--- src/rtl/rvfp_pkg.sv ---
package rvfp_pkg;

  localparam logic [7:0]  START_BYTE    = 8'h01;
  localparam logic [15:0] KIND_HEART    = 16'h0A15;
  localparam logic [15:0] KIND_BREATH   = 16'h0A14;
  localparam logic [15:0] KIND_DISTANCE = 16'h0A16;

  localparam logic [15:0] LEN_RATE     = 16'd4;
  localparam logic [15:0] LEN_DISTANCE = 16'd8;
  // Frame length beyond the payload: 8 header bytes plus the payload checksum.
  localparam logic [4:0]  FRAME_OVERHEAD = 5'd9;

  localparam logic [2:0] ST_HEART    = 3'd0;
  localparam logic [2:0] ST_BREATH   = 3'd1;
  localparam logic [2:0] ST_DIST     = 3'd2;
  localparam logic [2:0] ST_NOTARGET = 3'd3;
  localparam logic [2:0] ST_HDRERR   = 3'd4;
  localparam logic [2:0] ST_PAYERR   = 3'd5;
  localparam logic [2:0] ST_UNKNOWN  = 3'd6;

  // Everything gathered about a frame by the time its last byte arrives.
  typedef struct packed {
    logic [7:0]  header_xor;
    logic [7:0]  header_sum;
    logic [15:0] type_code;
    logic [15:0] payload_length;
    logic [7:0]  payload_xor;
    logic [31:0] first_word;
    logic [31:0] second_word;
  } rvfp_frame_t;

endpackage

--- src/rtl/radar_vital_frame_parser.sv ---
// out_valid rises in the cycle after the transfer of a frame's last byte.
// Throughput: one byte per cycle; in_ready falls only while a result is held
// in the output register and out_ready is low.
// Reset (rst_n, synchronous, active low): return to hunting for the start
// byte and empty the output register.
module radar_vital_frame_parser
  import rvfp_pkg::*;
(
  input  logic        clk,
  input  logic        rst_n,
  input  logic        in_valid,
  output logic        in_ready,
  input  logic [7:0]  in_rx_byte,
  output logic        out_valid,
  input  logic        out_ready,
  output logic [2:0]  out_status,
  output logic [31:0] out_value_bits,
  output logic [15:0] out_frame_kind
);

  // Framing control
  logic        in_frame_r, in_frame_nxt;
  logic [4:0]  pos_r, pos_nxt;
  logic [4:0]  exp_len_r, exp_len_nxt;

  // Frame contents
  logic [15:0] plen_r, plen_nxt;
  logic [15:0] type_r, type_nxt;
  logic [7:0]  hxor_r, hxor_nxt;
  logic [7:0]  pxor_r, pxor_nxt;
  logic [7:0]  hsum_r, hsum_nxt;
  logic [31:0] word1_r, word1_nxt;
  logic [31:0] word2_r, word2_nxt;

  // Output register
  logic        out_valid_r;
  logic [2:0]  status_r;
  logic [31:0] value_r;
  logic [15:0] kind_r;

  logic        accept;
  logic        finish;
  logic [5:0]  pos_inc;
  logic [5:0]  exp_len_w;
  rvfp_frame_t frame;
  logic [2:0]  cls_status;
  logic [31:0] cls_value;

  // Take a new byte whenever the output register is free or drains this cycle.
  assign in_ready  = !out_valid_r || out_ready;
  assign accept    = in_valid && in_ready;

  assign pos_inc   = {1'b0, pos_r} + 6'd1;
  assign exp_len_w = {1'b0, exp_len_r};

  always_comb begin
    in_frame_nxt = in_frame_r;
    pos_nxt      = pos_r;
    exp_len_nxt  = exp_len_r;
    plen_nxt     = plen_r;
    type_nxt     = type_r;
    hxor_nxt     = hxor_r;
    pxor_nxt     = pxor_r;
    hsum_nxt     = hsum_r;
    word1_nxt    = word1_r;
    word2_nxt    = word2_r;
    finish       = 1'b0;

    if (!in_frame_r) begin
      // Hunt: drop everything but the start byte.
      if (in_rx_byte == START_BYTE) begin
        in_frame_nxt = 1'b1;
        pos_nxt      = 5'd1;
        exp_len_nxt  = '0;
        hxor_nxt     = in_rx_byte;
        pxor_nxt     = '0;
        word1_nxt    = '0;
        word2_nxt    = '0;
      end
    end else begin
      pos_nxt = pos_inc[4:0];
      if (pos_r >= 5'd1 && pos_r <= 5'd6) begin
        hxor_nxt = hxor_r ^ in_rx_byte;
        case (pos_r)
          5'd3: plen_nxt = {in_rx_byte, 8'h00};
          5'd4: plen_nxt = {plen_r[15:8], in_rx_byte};
          5'd5: type_nxt = {in_rx_byte, 8'h00};
          5'd6: begin
            type_nxt = {type_r[15:8], in_rx_byte};
            if (plen_r != LEN_RATE && plen_r != LEN_DISTANCE) begin
              // Unsupported length: lose sync silently.
              in_frame_nxt = 1'b0;
              pos_nxt      = '0;
              exp_len_nxt  = '0;
            end else begin
              exp_len_nxt = FRAME_OVERHEAD + plen_r[4:0];
            end
          end
          default: ;
        endcase
      end else if (pos_r == 5'd7) begin
        hsum_nxt = in_rx_byte;
      end else if (exp_len_r != '0 && pos_inc < exp_len_w) begin
        // Payload byte: fold into the XOR and place it little-endian.
        pxor_nxt = pxor_r ^ in_rx_byte;
        if (pos_r[4:2] == 3'b010) begin
          word1_nxt[pos_r[1:0]*8 +: 8] = in_rx_byte;
        end else if (pos_r[4:2] == 3'b011) begin
          word2_nxt[pos_r[1:0]*8 +: 8] = in_rx_byte;
        end
      end

      // Last byte is the payload checksum: close the frame.
      if (exp_len_r != '0 && pos_inc >= exp_len_w) begin
        finish       = 1'b1;
        in_frame_nxt = 1'b0;
        pos_nxt      = '0;
        exp_len_nxt  = '0;
      end
    end
  end

  assign frame = '{
    header_xor:     hxor_r,
    header_sum:     hsum_r,
    type_code:      type_r,
    payload_length: plen_r,
    payload_xor:    pxor_r,
    first_word:     word1_r,
    second_word:    word2_r
  };

  rvfp_classify u_classify (
    .frame      (frame),
    .last_byte  (in_rx_byte),
    .status     (cls_status),
    .value_bits (cls_value)
  );

  always_ff @(posedge clk) begin
    if (!rst_n) begin
      in_frame_r <= 1'b0;
      pos_r      <= '0;
      exp_len_r  <= '0;
    end else if (accept) begin
      in_frame_r <= in_frame_nxt;
      pos_r      <= pos_nxt;
      exp_len_r  <= exp_len_nxt;
    end
  end

  always_ff @(posedge clk) begin
    if (accept) begin
      plen_r  <= plen_nxt;
      type_r  <= type_nxt;
      hxor_r  <= hxor_nxt;
      pxor_r  <= pxor_nxt;
      hsum_r  <= hsum_nxt;
      word1_r <= word1_nxt;
      word2_r <= word2_nxt;
    end
  end

  // Hold a result until it is taken; load a new one as the old one leaves.
  always_ff @(posedge clk) begin
    if (!rst_n) begin
      out_valid_r <= 1'b0;
    end else if (accept && finish) begin
      out_valid_r <= 1'b1;
    end else if (out_ready) begin
      out_valid_r <= 1'b0;
    end
  end

  always_ff @(posedge clk) begin
    if (accept && finish) begin
      status_r <= cls_status;
      value_r  <= cls_value;
      kind_r   <= type_r;
    end
  end

  assign out_valid      = out_valid_r;
  assign out_status     = status_r;
  assign out_value_bits = value_r;
  assign out_frame_kind = kind_r;

endmodule

--- src/rtl/rvfp_classify.sv ---
module rvfp_classify
  import rvfp_pkg::*;
(
  input  rvfp_frame_t frame,
  input  logic [7:0]  last_byte,
  output logic [2:0]  status,
  output logic [31:0] value_bits
);

  logic header_ok;
  logic payload_ok;

  assign header_ok  = (~frame.header_xor) == frame.header_sum;
  assign payload_ok = (~frame.payload_xor) == last_byte;

  // Header check wins over type decode; unknown types skip the payload check.
  always_comb begin
    status     = ST_UNKNOWN;
    value_bits = '0;
    if (!header_ok) begin
      status = ST_HDRERR;
    end else if (frame.type_code == KIND_HEART || frame.type_code == KIND_BREATH) begin
      if (frame.payload_length != LEN_RATE || !payload_ok) begin
        status = ST_PAYERR;
      end else begin
        status     = (frame.type_code == KIND_HEART) ? ST_HEART : ST_BREATH;
        value_bits = frame.first_word;
      end
    end else if (frame.type_code == KIND_DISTANCE) begin
      if (frame.payload_length != LEN_DISTANCE || !payload_ok) begin
        status = ST_PAYERR;
      end else if (frame.first_word == 32'd1) begin
        status     = ST_DIST;
        value_bits = frame.second_word;
      end else begin
        status = ST_NOTARGET;
      end
    end
  end

endmodule
--- config.mk ---
export PLATFORM = sky130hd
export DESIGN_NAME = radar_vital_frame_parser
export DESIGN_NICKNAME = d
export VERILOG_FILES = /design/src/rtl/rvfp_pkg.sv /design/src/rtl/radar_vital_frame_parser.sv /design/src/rtl/rvfp_classify.sv
export SDC_FILE = /design/constraint.sdc
export NUM_CORES = 1
export LEC_CHECK = 0
export BUFFER_PORTS_ARGS = -buffer_cell sky130_fd_sc_hd__buf_4
export CAP_MARGIN = 5
export CORE_MARGIN = 10
export CORE_UTILIZATION = 45
export CTS_CLUSTER_DIAMETER = 150
export DETAILED_ROUTE_END_ITERATION = 16
export GPL_TIMING_DRIVEN = 1
export SLEW_MARGIN = 20
export SYNTH_ARGS = -nofsm -noshare
export SYNTH_HDL_FRONTEND = slang
export SYNTH_SLANG_ARGS = --single-unit
--- constraint.sdc ---
create_clock -name clk -period 7.2 [get_ports clk]
set_clock_uncertainty 0.15 [all_clocks]
set_input_delay 1.44 -clock clk [delete_from_list [all_inputs] [get_ports clk]]
set_output_delay 1.44 -clock clk [all_outputs]
set_load 0.01 [all_outputs]
== Yosys cells after proc, flatten, opt, wreduce, memory -nomap -nowiden ==
Index checks and enable logic that the tools add are counted.
Cells by class
  eq/ne operators: 25
  $lt $le $gt $ge: 4
  reductions and logical operators: 28
  add/subtract/negate cells: 3
  bitwise gates (word level): 7
  muxes and demuxes: 57
  shifts and indexed selects: 2
Operator list (count)
  $mux W32: 17
  $bwmux W32: 2
  $mux W8: 8
  $pmux W16 S2: 2
  $mux W5: 12
  $eq A16 B12 Y1 const B: 3
  $neg A5 Y34: 1
  $shift A8 B34 Y32 const A: 1
  $shiftx A8 B34 Y32: 1
  $eq A32 B1 Y1 const B: 1
  $eq A5 B3 Y1 const B: 4
  $eq A8 B8 Y1: 2
  $ne A16 B3 Y1 const B: 1
  $ne A16 B4 Y1 const B: 1
  $not A8 Y8: 2
  $reduce_and A4 Y1: 4
  $xor A8 B8 Y8: 2
  $reduce_and A5 Y1: 3
  $mux W1: 12
  $mux W3: 4
  $eq A8 B1 Y1 const B: 1
  $ne A2 B1 Y1 const B: 4
  $reduce_bool A2 Y1: 4
  $reduce_and A7 Y1: 1
  18 further kinds: 33
Word-level totals
  input port bits: 12
  word-level logic and storage cells: 142
  output and inout port bits: 53
  bits in registers: 183

== Logic depth before layout (Yosys ltp) ==
  depth in word-level cells: 9
  mapped depth: 11
  gate-level depth less buffers: 10

== Cells and area by module ==
Synthesis repeated with hierarchy kept, for this count alone.
Second synthesis, totals
  cell total of the unflattened synthesis: 695
  area total of the unflattened synthesis: 8446.9 um2
Modules (own cells, without submodules)
  radar_vital_frame_parser: instances 1, seq. area each 5375.2 um2, area each 7541.0 um2, cells an instance 563
  rvfp_classify: instances 1, seq. area each 0.0 um2, area each 905.9 um2, cells an instance 132

== Worst setup path after synthesis ==
Ideal clock, no wire load.
  path type: reg-to-reg
  from: register pos_r[0]
  to: register kind_r[0] (netlist: out_frame_kind[0]) (enable)
  period minus slack after synthesis: 4667 ps
  path slack: 2533 ps
  path buffers: 1
  stages on the path, launching flop included: 11
  library setup time: 460 ps
  required time: 6590 ps
  arrival: 4057 ps
  cell sequence: dfxtp_1 > ha_1 > nand3_1 > xnor2_1 > ha_1 > and3_1 > o21ai_0 > o211ai_1 > o22ai_1 > clkbuf_1 > nor2_1
Between the ends
  longest elaborated chain between the ends: 6
Ends and longest elaborated chain
  start: declaration: RTL line radar_vital_frame_parser.sv:23  | logic [4:0] pos_r, pos_nxt;
  start signal: assignment: RTL line radar_vital_frame_parser.sv:147  | pos_r <= pos_nxt;
  $add A5 B1 Y6: RTL line radar_vital_frame_parser.sv:53  | assign pos_inc = {1'b0, pos_r} + 6'd1;
  $ge A6 B5 Y1: RTL line radar_vital_frame_parser.sv:114  | if (exp_len_r != '0 && pos_inc >= exp_len_w) begin
  $logic_and A1 B1 Y1: RTL line radar_vital_frame_parser.sv:114
  $mux W1: RTL line radar_vital_frame_parser.sv:114
  $mux W1: RTL line radar_vital_frame_parser.sv:69  | if (!in_frame_r) begin
  $logic_and A1 B1 Y1: RTL line radar_vital_frame_parser.sv:176  | if (accept && finish) begin
  end signal: assignment: RTL line radar_vital_frame_parser.sv:179  | kind_r <= type_r;
  end: declaration: RTL line radar_vital_frame_parser.sv:39  | logic [15:0] kind_r;
No other way between the ends.
A chain may end at the register's enable or synchronous reset.

== Worst setup path in the final report ==
  from: register pos_r[0]
  to: register type_r[11] (enable)
Between the ends
  longest elaborated chain between the ends: 3
  elaborated cells on any way between the ends: 7
  classes of those cells: order compare: 2; eq/ne: 2; bitwise: 1; reduce/logical: 2
Ends and longest elaborated chain
  $ge A5 B1 Y1, or another cell as far along: RTL line radar_vital_frame_parser.sv:82  | if (pos_r >= 5'd1 && pos_r <= 5'd6) begin
  $logic_and A1 B1 Y1 or $not A1 Y1 (tied branches)
  $reduce_and A5 Y1 (no line) *
  end signal: assignment: RTL line radar_vital_frame_parser.sv:155  | type_r <= type_nxt;
  end: declaration: RTL line radar_vital_frame_parser.sv:28  | logic [15:0] type_r, type_nxt;
Every way passes the cells marked *; elsewhere a longest branch is shown, timed or not.

==> run_results.csv <==
group,metric,value,unit
run_status,status,"finished clean",
pwr,peakVddDrop,0.157,mV
timing,tns,0,ps
logic_synthesis,muxShareOfSynthArea,0,%
timing,drv_slew,0,
timing,period_needed,3710,ps
route,drcViolationCount,0,
logic_synthesis,synth_nets,667,
placement,pre_cts_slack,3570,ps
setup_path,critPathLaunchType,"register",
die,die_area,24100,um^2
timing,setup_viol,0,
logic_synthesis,ys_types,48,
setup_path,critPathArrivalTime,3610,ps
cells_and_area,syn2layout_area_growth,15.8,%
global_route,top_usage_layer,"met2",
cells_and_area,seqCellArea,5380,um^2
pwr,p_total,2.16,mW
global_route,grt_pass1_vias,5071,
logic_synthesis,synth_commonest_cells,"edfxtp_1, a21oi_1, nand2_1",
setup_path,critical_path_depth,6,
timing,period_share,51.5,%
timing,clock.fmax,270,MHz
setup_path,crit_top_cell,"nor3_1",
logic_synthesis,mappedNetlistArea,8230,um^2
worst_hold_path,hold_class,"register to register",
clock_tree,cts_resized,0,
pwr,total_leakage_power,3.65,nW
route,post_drt_wl_per_cell,20.1,um
logic_synthesis,synth_top_area_share,62.4,%
pwr,powerDensity,227,nW/um^2
setup_path,rr_worst_depth,6,
timing,worstMarginPinSlew,989,ps
setup_path,critPathRequiredTime,7100,ps
clock_tree,path_clk_slew,70,ps
setup_path,crit_buf_inv,1,
clock_tree,cts-root-buf,"clkbuf_16",
setup_path,critPathSlowestCell,"nor3_1",
cells_and_area,fillers,1518,
logic_synthesis,synth_xor_area_share,3.19,%
timing,rsz0062_at_grt,"false",
global_route,grt_use_met2,24.4,%
cells_and_area,drive_above_1_share,17.2,%
global_route,track_usage,15.7,%
route,num_vias,5188,
logic_synthesis,synthFlopType,"edfxtp_1",
cells_and_area,final_nets,720,
route,drt_pass1_iterations,5,
cells_and_area,diodes,0,
die,coreArea,18000,um^2
setup_path,cp-end-kind,"register",
global_route,gr-usage-met1,21.2,%
die,start_util,45.8,%
clock_tree,clock_sinks,183,
setup_path,critPathMaxStageDelay,850,ps
placement,portBuffers,64,
setup_path,crit_fanout,29,
logic_synthesis,ys_seq_area_share,65.3,%
die,io-pin-count,65,
placement,gp_congestion,0.860,
die,die_h,155,um
setup_path,worstSetupPathType,"register to register",
setup_path,worst_path_dominant_cell_family,"simple AND/OR/NAND/NOR gates",
flow_run,cap_violations,0,
timing,setup_ws,3490,ps
logic_synthesis,synth.avg_cell_area,12.8,um^2
global_route,grt-ovfl-total,0,
clock_tree,cts_setup_buffers,0,
logic_synthesis,synth_area_leaders,"edfxtp_1, a21oi_1, nand2b_1",
logic_synthesis,async_flop_share,0,%
logic_synthesis,synth_top_family_by_area,"simple AND/OR/NAND/NOR gates",
clock_tree,clockBufferDepth,2,
route,viasPerCell,5.54,
setup_path,crit_chain,"inv_2 -> ha_1 -> nor3_1 -> nor4_1 -> nand2_1 -> nor3_1",
logic_synthesis,syn-instance-count,643,
worst_hold_path,worstHoldPathCells,0,
clock_tree,hold_buffers,0,
clock_tree,cts_tree,"yes",
die,die_w,155,um
logic_synthesis,synth-edff-count,171,
die,rows,49,
logic_synthesis,ys_ff_latch,183,
global_route,grt_max_degree,68,
route,drt-total-wl,18800,um
logic_synthesis,synth_fa_ha_area_share,1.82,%
cells_and_area,fin_cells,937,
cells_and_area,multi_input_area,2650,um^2
clock_tree,cts_max_level,4,
placement,hpwl,12300,um
logic_synthesis,yosysTopAreaCell,"edfxtp_1",
timing,hold_violations,0,
logic_synthesis,yosysMostFrequentCell,"edfxtp_1",
global_route,antenna_found_initial,0,
global_route,grt_pass1_wl,29700,um
clock_tree,clk_latency,430,ps
placement,dp.cells,906,
logic_synthesis,yosys.area_share.simple,16.6,%
route,drtIter0Drc,569,
logic_synthesis,yosys_warnings,0,
global_route,grtUsageMet3,3.42,%
clock_tree,numCtsBuffers,17,
route,ant_nets,0,
timing,slew_headroom,33.6,%
logic_synthesis,synth-compound-area-share,10.3,%
## cells by family (layout without fill, tap and decap cells)
kind of cell / count (synthesis) / after routing
simple gates: 233 / 233
compound gates: 130 / 130
xor+xnor: 30 / 30
fa+ha+maj: 12 / 12
flops: 183 / 183
buf+inv: 55 / 120
## worst register-to-register path: stages, from the launching register on
cell and delay, ps:
dfxtp_1 420, inv_2 170, ha_1 760, nor3_1 90, nor4_1 600, nand2_1 270
nor3_1 850
## per-layer routing
layer	vias up	part of all wire, %	wire, um
met2	148	48	9080
li1	2476	-	-
met5	-	0	0
met4	0	1.3	245
met1	2543	45	8430
met3	21	5.8	1090
## power by group
part           leakage (nW)  internal, mW  switching, mW  total (mW)
Clock                 0.296         0.588          0.392       0.980
Sequential             1.71          1.15       0.000737        1.15
Combinational          1.65        0.0109         0.0226      0.0335
Total                  3.65          1.75          0.415        2.16
## sequential cells by signal, summed over array words and instances, names as in the netlist
name and count:
in_frame_r 1, word1_r 32, out_valid 1, out_value_bits 32, out_status 3, pxor_r 8
hsum_r 8, exp_len_r 5, out_frame_kind 16, type_r 16, plen_r 16, hxor_r 8
pos_r 5, word2_r 32
## cell type report
class	count	share of cell area, %
clock buffers	19	4.65
clock inverters	12	1.84
inverters	17	0.669
multi-input cells	405	27.8
flip-flops and latches	183	56.4
well taps	229	3.01
repair buffers	72	5.67
## cell usage in the layout, fill, tap and decap left out, types with 8 or more instances in the layout
cell         n
edfxtp_1   171
a21oi_1     72
buf_4       72
nand2_1     69
nand2b_1    50
a22o_1      32
xor2_1      19
and2_1      19
and3_1      18
clkbuf_16   17
inv_1       13
ha_1        12
dfxtp_1     12
xnor2_1     11
nor2_1      10
nand3_1      9
nor2b_1      9
nor4_1       9
nand4_1      8
nor3_1       8
a32o_1       8
## final timing paths
path                  start           endpoint  slack (ps)
hold / removal    type_r[2]  out_frame_kind[2]         290
setup / recovery   pos_r[0]         type_r[11]        3490
setup reg to reg   pos_r[0]         type_r[11]        3490
hold reg to reg   type_r[2]  out_frame_kind[2]         290
## metrics by stage
stage | area [um^2] | hold slack [ps] | utilization (%)
2_1_floorplan | 8230 | 267 | -
3_3_place_gp | 8910 | 281 | 49.6
3_5_place_dp | 8920 | 278 | 49.6
4_1_cts | 9530 | 292 | 53.1
5_1_grt | 9530 | 302 | 53.1
6_report | 9530 | 292 | 53.1
Power figures use the tool's default switching activity.
